[config.mk]
export PLATFORM = sky130hd
export DESIGN_NAME = gcpf_framer
export DESIGN_NICKNAME = d
export VERILOG_FILES = /design/src/rtl/gcpf_pkg.sv /design/src/rtl/gcpf_framer.sv
export SDC_FILE = /design/constraint.sdc
export NUM_CORES = 1
export LEC_CHECK = 0
export ABC_AREA = 1
export BUFFER_PORTS_ARGS = -buffer_cell sky130_fd_sc_hd__clkbuf_2
export CORE_ASPECT_RATIO = 1.75
export CORE_MARGIN = 5
export CORE_UTILIZATION = 40
export CTS_BUF_LIST = sky130_fd_sc_hd__clkbuf_2
export DETAILED_ROUTE_END_ITERATION = 8
export PLACE_DENSITY = 0.73
export SYNTH_ARGS = -nofsm -noshare
export SYNTH_HDL_FRONTEND = slang
export SYNTH_SLANG_ARGS = --single-unit
export TNS_END_PERCENT = 5
[constraint.sdc]
create_clock -name clk_i -period 1.5 [get_ports clk_i]
set_input_delay 0.075 -clock clk_i [delete_from_list [all_inputs] [get_ports clk_i]]
set_output_delay 0.075 -clock clk_i [all_outputs]
set_load 0.01 [all_outputs]
[src/rtl/gcpf_pkg.sv]
// Shared types, constants and the packet length decoder for the command framer.
`timescale 1ns / 1ps
package gcpf_pkg;

  // Sizes
  localparam int unsigned HIST_ENTRIES = 256;
  localparam int unsigned COUNT_WIDTH  = 32;
  localparam int unsigned S_DATA_W     = 40;
  localparam int unsigned M_DATA_W     = 112;

  // Transaction kinds on the input side
  typedef enum logic {
    OP_PUSH = 1'b0,
    OP_READ = 1'b1
  } gcpf_op_e;

  // Command class masks and codes
  localparam logic [7:0] CLASS_MASK = 8'hE0;
  localparam logic [7:0] CLASS_POLY = 8'h20;
  localparam logic [7:0] CLASS_RECT = 8'h60;
  localparam logic [7:0] CLASS_LINE = 8'h40;
  localparam logic [7:0] CLASS_XFR1 = 8'hA0;
  localparam logic [7:0] CLASS_XFR2 = 8'hC0;
  localparam logic [7:0] BIT_SHADE  = 8'h10;
  localparam logic [7:0] BIT_QUAD   = 8'h08;
  localparam logic [7:0] BIT_TEX    = 8'h04;
  localparam int unsigned CMD_SHIFT = 24;

  // One item on its way from the framer to the histogram stage
  typedef struct packed {
    logic        header;
    logic [7:0]  cmd;
    logic [3:0]  left;
    logic [31:0] word_total;
    logic [31:0] packet_total;
    logic [7:0]  hist_addr;
    logic        hist_inc;
  } gcpf_item_t;

  // Parameter words following a header with the given command byte
  function automatic logic [3:0] param_words(input logic [7:0] code);
    logic [4:0] verts;
    logic [4:0] mult;
    logic [4:0] cnt;
    verts = ((code & BIT_QUAD) != 8'h00) ? 5'd4 : 5'd3;
    mult  = 5'd1 + (((code & BIT_TEX) != 8'h00) ? 5'd1 : 5'd0)
                 + (((code & BIT_SHADE) != 8'h00) ? 5'd1 : 5'd0);
    cnt   = 5'd0;
    case (code & CLASS_MASK)
      CLASS_POLY: begin
        // shaded polygons carry no trailing word, flat ones one more
        if ((code & BIT_SHADE) != 8'h00) begin
          cnt = 5'(verts * mult) - 5'd1;
        end else begin
          cnt = 5'(verts * mult);
        end
      end
      CLASS_RECT: cnt = ((code & BIT_TEX) != 8'h00) ? 5'd3 : 5'd2;
      CLASS_LINE: cnt = 5'd3;
      CLASS_XFR1: cnt = 5'd2;
      CLASS_XFR2: cnt = 5'd2;
      default:    cnt = 5'd0;
    endcase
    return cnt[3:0];
  endfunction

endpackage

[src/rtl/gcpf_framer.sv]
// Packet framing state: header detection, length countdown and saturating totals.
`timescale 1ns / 1ps
module gcpf_framer #(
  parameter int unsigned CountWidth = gcpf_pkg::COUNT_WIDTH
) (
  input  logic                clk_i,
  input  logic                rst_ni,
  input  logic                acc_i,
  input  logic                op_i,
  input  logic [31:0]         data_word_i,
  input  logic [7:0]          hist_index_i,
  output gcpf_pkg::gcpf_item_t item_o
);

  import gcpf_pkg::*;

  logic [3:0]            left_q, left_d;
  logic [7:0]            cmd_q, cmd_d;
  logic [CountWidth-1:0] words_q, words_d;
  logic [CountWidth-1:0] packets_q, packets_d;
  logic                  push;
  logic                  header;
  logic [7:0]            new_cmd;
  logic [63:0]           words_ext;
  logic [63:0]           packets_ext;

  assign push    = (op_i == OP_PUSH);
  assign header  = push && (left_q == 4'd0);
  assign new_cmd = data_word_i[CMD_SHIFT +: 8];

  // Next state of the framing registers
  always_comb begin
    left_d    = left_q;
    cmd_d     = cmd_q;
    words_d   = words_q;
    packets_d = packets_q;
    if (push) begin
      words_d = (words_q == '1) ? words_q : words_q + 1'b1;
      if (header) begin
        cmd_d     = new_cmd;
        left_d    = param_words(new_cmd);
        packets_d = (packets_q == '1) ? packets_q : packets_q + 1'b1;
      end else begin
        left_d = left_q - 4'd1;
      end
    end
  end

  always_ff @(posedge clk_i or negedge rst_ni) begin
    if (!rst_ni) begin
      left_q    <= '0;
      cmd_q     <= '0;
      words_q   <= '0;
      packets_q <= '0;
    end else if (acc_i) begin
      left_q    <= left_d;
      cmd_q     <= cmd_d;
      words_q   <= words_d;
      packets_q <= packets_d;
    end
  end

  // Item view after this transaction; totals show their low 32 bits
  assign words_ext   = 64'(words_d);
  assign packets_ext = 64'(packets_d);

  always_comb begin
    item_o.header       = header;
    item_o.cmd          = cmd_d;
    item_o.left         = left_d;
    item_o.word_total   = words_ext[31:0];
    item_o.packet_total = packets_ext[31:0];
    item_o.hist_addr    = push ? cmd_d : hist_index_i;
    item_o.hist_inc     = header;
  end

endmodule

==> metrics.csv, run 1 <==
stage;metric;value;unit
die;die_y;176;µm
timing;min_period;2390;ps
synth;syn-cell-area;6330;µm²
layout;nets;1408;
die;fp.dieArea;18500;µm²
min_path;hold_path.class;in2async;
synth;yosys_register_bits;76;
clock_network;clockBufferDepth;2;
critical_path;reg2regPathDepth;13;
critical_path;worstPathArrival;2320;ps
critical_path;cp_num_cells;11;
critical_path;cp_top_family;simple AND/OR/NAND/NOR gates;
drt;wl_per_cell;15.2;µm
timing;whs;35.6;ps
synth;synth_compound_area_share;6.26;%
synth;yosys-mux-area-fraction;0;%
clock_network;insertion_delay;550;ps
layout;final_common_cell;nand2_1;
critical_path;rrSetupSlack;-410;ps
drt;wirelength;23.6;mm
global_routing;antenna_found_initial;1;
drt;ant_nets;0;
power;ir_drop;0.452;mV
timing;max_clock_freq;0.418;GHz
synth;syn-num-nets;1119;
critical_path;slowest_stage;dfrtp_1;
synth;synthAdderAreaFrac;1.70;%
critical_path;cp_cell_sequence;buf_4 -> ha_4 -> inv_2 -> nor2_4 -> nand2_4 -> nor2_8 -> buf_12 -> nand3_4 -> nand2_4 -> xor2_2 -> buf_2;
critical_path;crit_path_end_kind;primary output;
place;gp_congestion;0.920;
drt;vias;7886;
drt;drc;0;
clock_network;htree_num_levels;3;
clock_network;clock_sinks;76;
timing;max_slew_margin;38.1;%
timing;worst_slack;-895;ps
layout;fillers;1447;
drt;drt_pass1_iterations;5;
timing;tightest_slew;929;ps
layout;area_growth;51.9;%
drt;via_per_inst;5.08;
critical_path;path_class;reg2out;
critical_path;cpPeakStageDelay;400;ps
place;placed_cells;1499;
global_routing;grt_use_total;25.0;%
timing;hold_viol_final;0;
critical_path;cp_max_fo;5;
critical_path;worstSetupStartpointType;flip-flop;
place;hpwlAfterDp;17.3;mm
place;io_buffer_count;105;
clock_network;cts_root_buffer;clkbuf_2;
die;io_pins;130;
synth;synthSimpleGateAreaFrac;49.2;%
die;initial_core_util;40.3;%
die;die_w;105;µm
die;rows;61;
timing;drv_slew;0;
clock_network;numCtsBuffers;9;
critical_path;worst-path-buf-inv;4;
synth;synth_top_family_by_area;simple AND/OR/NAND/NOR gates;
drt;drt_iter0_markers;389;
timing;setup_viol;150;
flow_run;drv_cap;0;
clock_network;clkTransAtPathRegs;240;ps
timing;tns;-73250;ps
global_routing;grt_pass1_wl;37.4;mm
layout;stdcell_count;1551;
synth;synth_seq_area_share;30.0;%
layout;drive_above_1_share;39.5;%
clock_network;cts_tree;built;
synth;synth_area_per_cell;5.94;µm²
die;core;15700;µm²
critical_path;required;1420;ps
synth;ys_types;37;
synth;synth_cells;1067;
layout;layout_common_cells;nand2_1, buf_4, inv_1;
status;status;finished, violations left;
timing;rsz0062_at_grt;yes;
timing;period_share;160;%
synth;yosys.area_share.xor_xnor;2.88;%
critical_path;cpMostUsedCell;nand2_4;
global_routing;grt_max_degree;79;
global_routing;first_global_vias;7782;
global_routing;grt-ovfl-total;0;
synth;yosysWarnings;0;
power;leakagePower;0.00487;µW
power;powerDensity;779;nW/µm²
timing;skew;29.1;ps
status;violations;negative setup slack;
==> Yosys cell counts <==
cell      number  area (µm²)
a22oi_1        2        15.0
a31oi_1        6        37.5
and2_1        14        87.6
and3_1         1        6.26
buf_1          1        3.75
buf_2          9        45.0
buf_4          3        22.5
buf_6          4        45.0
clkbuf_1      20        75.1
clkbuf_2       1        5.00
dfrtp_1       76        1900
fa_1           1        20.0
ha_1           7        87.6
inv_1        113         424
inv_2          3        11.3
nand2_1      473        1780
nand2_2        8        50.1
nand2_4        1        11.3
nand3_1       89         445
nand3_2        4        40.0
nand3_4        2        35.0
nand4_1        9        56.3
nor2_1       106         398
nor2_2         7        43.8
nor2_4         3        33.8
nor2_8         1        20.0
nor3_1         5        25.0
nor3_2         1        10.0
o211ai_1       1        7.51
o21ai_0       58         290
o21ai_1        1        5.00
o21ai_2        3        26.3
o21bai_1       2        15.0
or2_2         12        75.1
xnor2_1        5        43.8
xor2_1        14         123
xor2_2         1        16.3
==> layout make-up <==
| type | count | area (µm²) | share of cell area [%] |
|---|---|---|---|
| Clock inverter | 5 | 76.3 | 0.793 |
| Multi-Input combinational cell | 840 | 4540 | 47.2 |
| Sequential cell | 76 | 1910 | 19.8 |
| Tap cell | 189 | 236 | 2.46 |
| Timing Repair Buffer | 313 | 2360 | 24.5 |
| Clock buffer | 11 | 55.1 | 0.572 |
| Inverter | 116 | 448 | 4.66 |
| Antenna cell | 1 | 2.50 | 0.0260 |
==> final timing paths <==
kind / from / endpoint
worst max-delay path: words_q[1] / item_o[41]
worst min-delay path: rst_ni / left_q[2]
worst max register to register: words_q[1] / words_q[0]
worst min register to register: cmd_q[0] / cmd_q[0]
max in group asynchronous: rst_ni / packets_q[20]
min in group clk_i: data_word_i[30] / left_q[2]
==> metrics by stage <==
stage	total power, µW	setup slack, ps	instance area [µm²]	util, %
after floorplan	4190	-104	6510	-
after global placement	5460	-292	8470	53.9
after detailed placement	5540	-349	8470	53.9
after CTS	7260	-866	9190	58.5
after global routing	7990	-1040	9620	61.2
final	7490	-895	9620	61.2
==> worst register-to-register path, delay by kind of cell, from the launching register on <==
family | cells | cell delay [ps]
AND/OR/NAND/NOR | 7 | 700
buffers and inverters | 4 | 430
flip-flops | 1 | 400
XOR/XNOR | 1 | 190
adder cells (fa/ha/maj) | 1 | 130
==> metal layers <==
metal  wire [µm]  global-route usage (%)
met3         924                    3.15
met1        7930                    23.9
met2       13000                    48.4
met5           0                       0
met4        1810                    17.0
==> registers in the layout, summed over array words and instances, names as in the netlist <==
signal,cells
packets_q,32
words_q,32
cmd_q,8
left_q,4
==> report_power, final <==
group          switching (µW)  total (µW)  internal [µW]
combinational            1880        3490           1620
clock                     801        1360            558
sequential                293        2640           2350
==> cell families (layout without fill, tap and decap cells) <==
kind of cell | Yosys count | in the layout
and+or+nand+nor | 736 | 739
buffers and inverters | 154 | 445
DFF | 76 | 76
AOI/OAI and AO/OA | 73 | 73
xor gates and xnor gates | 20 | 20
adders and majority gates | 8 | 8
other | 0 | 1
==> repair_timing <==
item / CTS / global route
pin swaps: 27 / 36
endpoints found under the setup margin: 162 / 180
resized for setup: 106 / 147
hold endpoints to repair: 103 / 0
gates cloned: 4 / 0
buffers inserted: 18 / 3
hold buffers: 11 / 0
Note: power is estimated with default switching activity, not from simulation.
==> run 2, diff against run 1 <==
--- a/config.mk
+++ b/config.mk
@@ -5,14 +5,13 @@
 export SDC_FILE = /design/constraint.sdc
 export NUM_CORES = 1
 export LEC_CHECK = 0
-export ABC_AREA = 1
 export BUFFER_PORTS_ARGS = -buffer_cell sky130_fd_sc_hd__clkbuf_2
 export CORE_ASPECT_RATIO = 1.75
-export CORE_MARGIN = 5
+export CORE_MARGIN = 2
 export CORE_UTILIZATION = 40
 export CTS_BUF_LIST = sky130_fd_sc_hd__clkbuf_2
 export DETAILED_ROUTE_END_ITERATION = 8
-export PLACE_DENSITY = 0.73
+export PLACE_DENSITY = 0.74
 export SYNTH_ARGS = -nofsm -noshare
 export SYNTH_HDL_FRONTEND = slang
 export SYNTH_SLANG_ARGS = --single-unit
==> metrics.csv, run 2 <==
stage;metric;value;unit
clock_network;numCtsBuffers;9;
synth;synth_area_per_cell;8.98;µm²
layout;area_growth;59.0;%
drt;drt_iter0_markers;178;
drt;drc;0;
timing;min_period;2840;ps
global_routing;grt_use_total;24.3;%
die;rows;55;
synth;netlist.top_cell.by_area;dfrtp_1;
synth;yosysWarnings;0;
die;core;12900;µm²
critical_path;crit_path_end_kind;primary output;
power;leakagePower;0.00402;µW
status;violations;negative setup slack;
synth;syn-cell-area;5220;µm²
synth;synthDominantCellAreaShare;36.5;%
synth;syn-num-nets;633;
place;io_buffer_count;105;
die;io_pins;130;
die;die_w;90.3;µm
global_routing;antenna_found_initial;1;
min_path;hold_path.class;in2async;
synth;ys.flop_type;dfrtp_1;
synth;postSynth.asyncResetShare;100;%
timing;period_share;190;%
drt;vias;5485;
die;die_y;155;µm
die;fp.dieArea;14000;µm²
layout;drive_above_1_share;52.8;%
power;finalPower;7070;µW
power;ir_drop;0.599;mV
critical_path;worstSetupStartpointType;flip-flop;
critical_path;cp_max_fo;6;
layout;final_common_cell;buf_4;
timing;tns;-127610;ps
timing;tightest_slew;467;ps
synth;synth.most_common_cell;nand2_1;
critical_path;path_class;reg2out;
clock_network;cts_root_buffer;clkbuf_2;
timing;rsz0062_at_grt;yes;
synth;yosys-top-cells-count;nand2_1, xnor2_1, dfrtp_1;
global_routing;first_global_vias;5897;
global_routing;grt-ovfl-total;0;
timing;skew;19.7;ps
clock_network;clkTransAtPathRegs;230;ps
timing;max_slew_margin;68.8;%
timing;hold_viol_final;0;
synth;synth_area_leaders;dfrtp_1, xnor2_1, xor2_1;
layout;layout_common_cells;buf_4, dfrtp_1, clkbuf_2;
clock_network;clockBufferDepth;2;
place;gp_congestion;0.906;
synth;synth_seq_area_share;36.5;%
global_routing;grt_max_degree;77;
drt;ant_nets;0;
drt;wirelength;17.2;mm
timing;max_clock_freq;0.352;GHz
drt;wl_per_cell;16.5;µm
place;hpwlAfterDp;12.0;mm
timing;drv_slew;0;
critical_path;rrSetupSlack;-790;ps
synth;synth_cells;581;
drt;via_per_inst;5.28;
clock_network;cts_tree;built;
synth;synth_edf_count;0;
timing;worst_slack;-1340;ps
global_routing;grt_pass1_wl;27.3;mm
timing;setup_viol;162;
clock_network;clock_sinks;76;
place;dp_slack;-855;ps
layout;top_regs;packets_q x32, words_q x32, cmd_q x8;
clock_network;insertion_delay;560;ps
layout;nets;914;
critical_path;required;1420;ps
clock_network;htree_num_levels;3;
drt;drt_pass1_iterations;4;
synth;yosys_register_bits;76;
layout;fin_util;64.5;%
flow_run;drv_cap;0;
synth;ys_types;51;
critical_path;worstPathArrival;2770;ps
die;initial_core_util;40.5;%
status;status;finished, violations left;
power;powerDensity;852;nW/µm²
run 2: area by class of cell:
class,count,area (µm²)
Fill cell,1008,4570
Multi-Input combinational cell,464,3770
Timing Repair Buffer,301,2220
Sequential cell,76,1900
Tap cell,171,214
Clock inverter,6,86.3
Clock buffer,10,50.0
Inverter,10,50.0
Antenna cell,1,2.50
run 2: metrics by stage:
step | hold slack [ps] | instance area, µm² | std cells
after detailed placement | 134 | 7350 | 1004
after floorplan | -221 | 5340 | 581
final | 45.3 | 8300 | 1039
after global routing | 23.5 | 8300 | 1039
after CTS | 10.2 | 8030 | 1036
after global placement | 136 | 7350 | 1004
run 2: cells by family (layout without fill, tap and decap cells):
family	Yosys count	after routing	share of synthesized area, %
multiplexers	17	17	3.65
XOR/XNOR	123	123	20.6
adder cells (fa/ha/maj)	8	8	2.06
AO/OA/AOI/OAI	37	37	5.32
flip-flops	76	76	36.5
other	0	1	0
buffers and inverters	41	327	3.36
AND/OR/NAND/NOR	279	279	28.5
run 2: critical path: stages, from the launching register on:
cell      delay, ps
dfrtp_1         440
inv_2            80
ha_4            120
or4b_4          490
buf_12          160
clkinv_8         40
and3_4          180
nand3_4         130
nor3_2          170
xor2_1          230
clkbuf_2        170
run 2: what timing repair did:
item	in CTS	in global routing
hold buffers	7	0
gates cloned	1	0
gates resized for setup	87	105
endpoints found under the setup margin	162	162
hold endpoints to repair	82	0
pin swaps	42	25
setup buffers	8	3
run 2: power breakdown:
part / switching [µW] / total [µW] / internal, µW
sequential: 219 / 2550 / 2330
clock: 792 / 1350 / 558
combinational: 1550 / 3160 / 1620
run 2: worst paths after layout:
| check | from | end | cells after the start |
|---|---|---|---|
| setup / recovery | left_q[0] | item_o[39] | 10 |
| hold / removal | rst_ni | packets_q[4] | 3 |
| setup reg to reg | left_q[0] | packets_q[21] | 12 |
| hold reg to reg | cmd_q[2] | cmd_q[2] | 1 |
| max in group asynchronous | rst_ni | packets_q[30] | 3 |
| min in group clk_i | data_word_i[27] | cmd_q[3] | 4 |
run 2: per-layer routing:
metal	track usage [%]	part of all wire, %	vias to the layer above
met1	23.7	35	2675
li1	-	-	2585
met5	0	0	-
met2	47.5	57	161
met3	3.54	3.2	64
met4	14.7	4.7	0
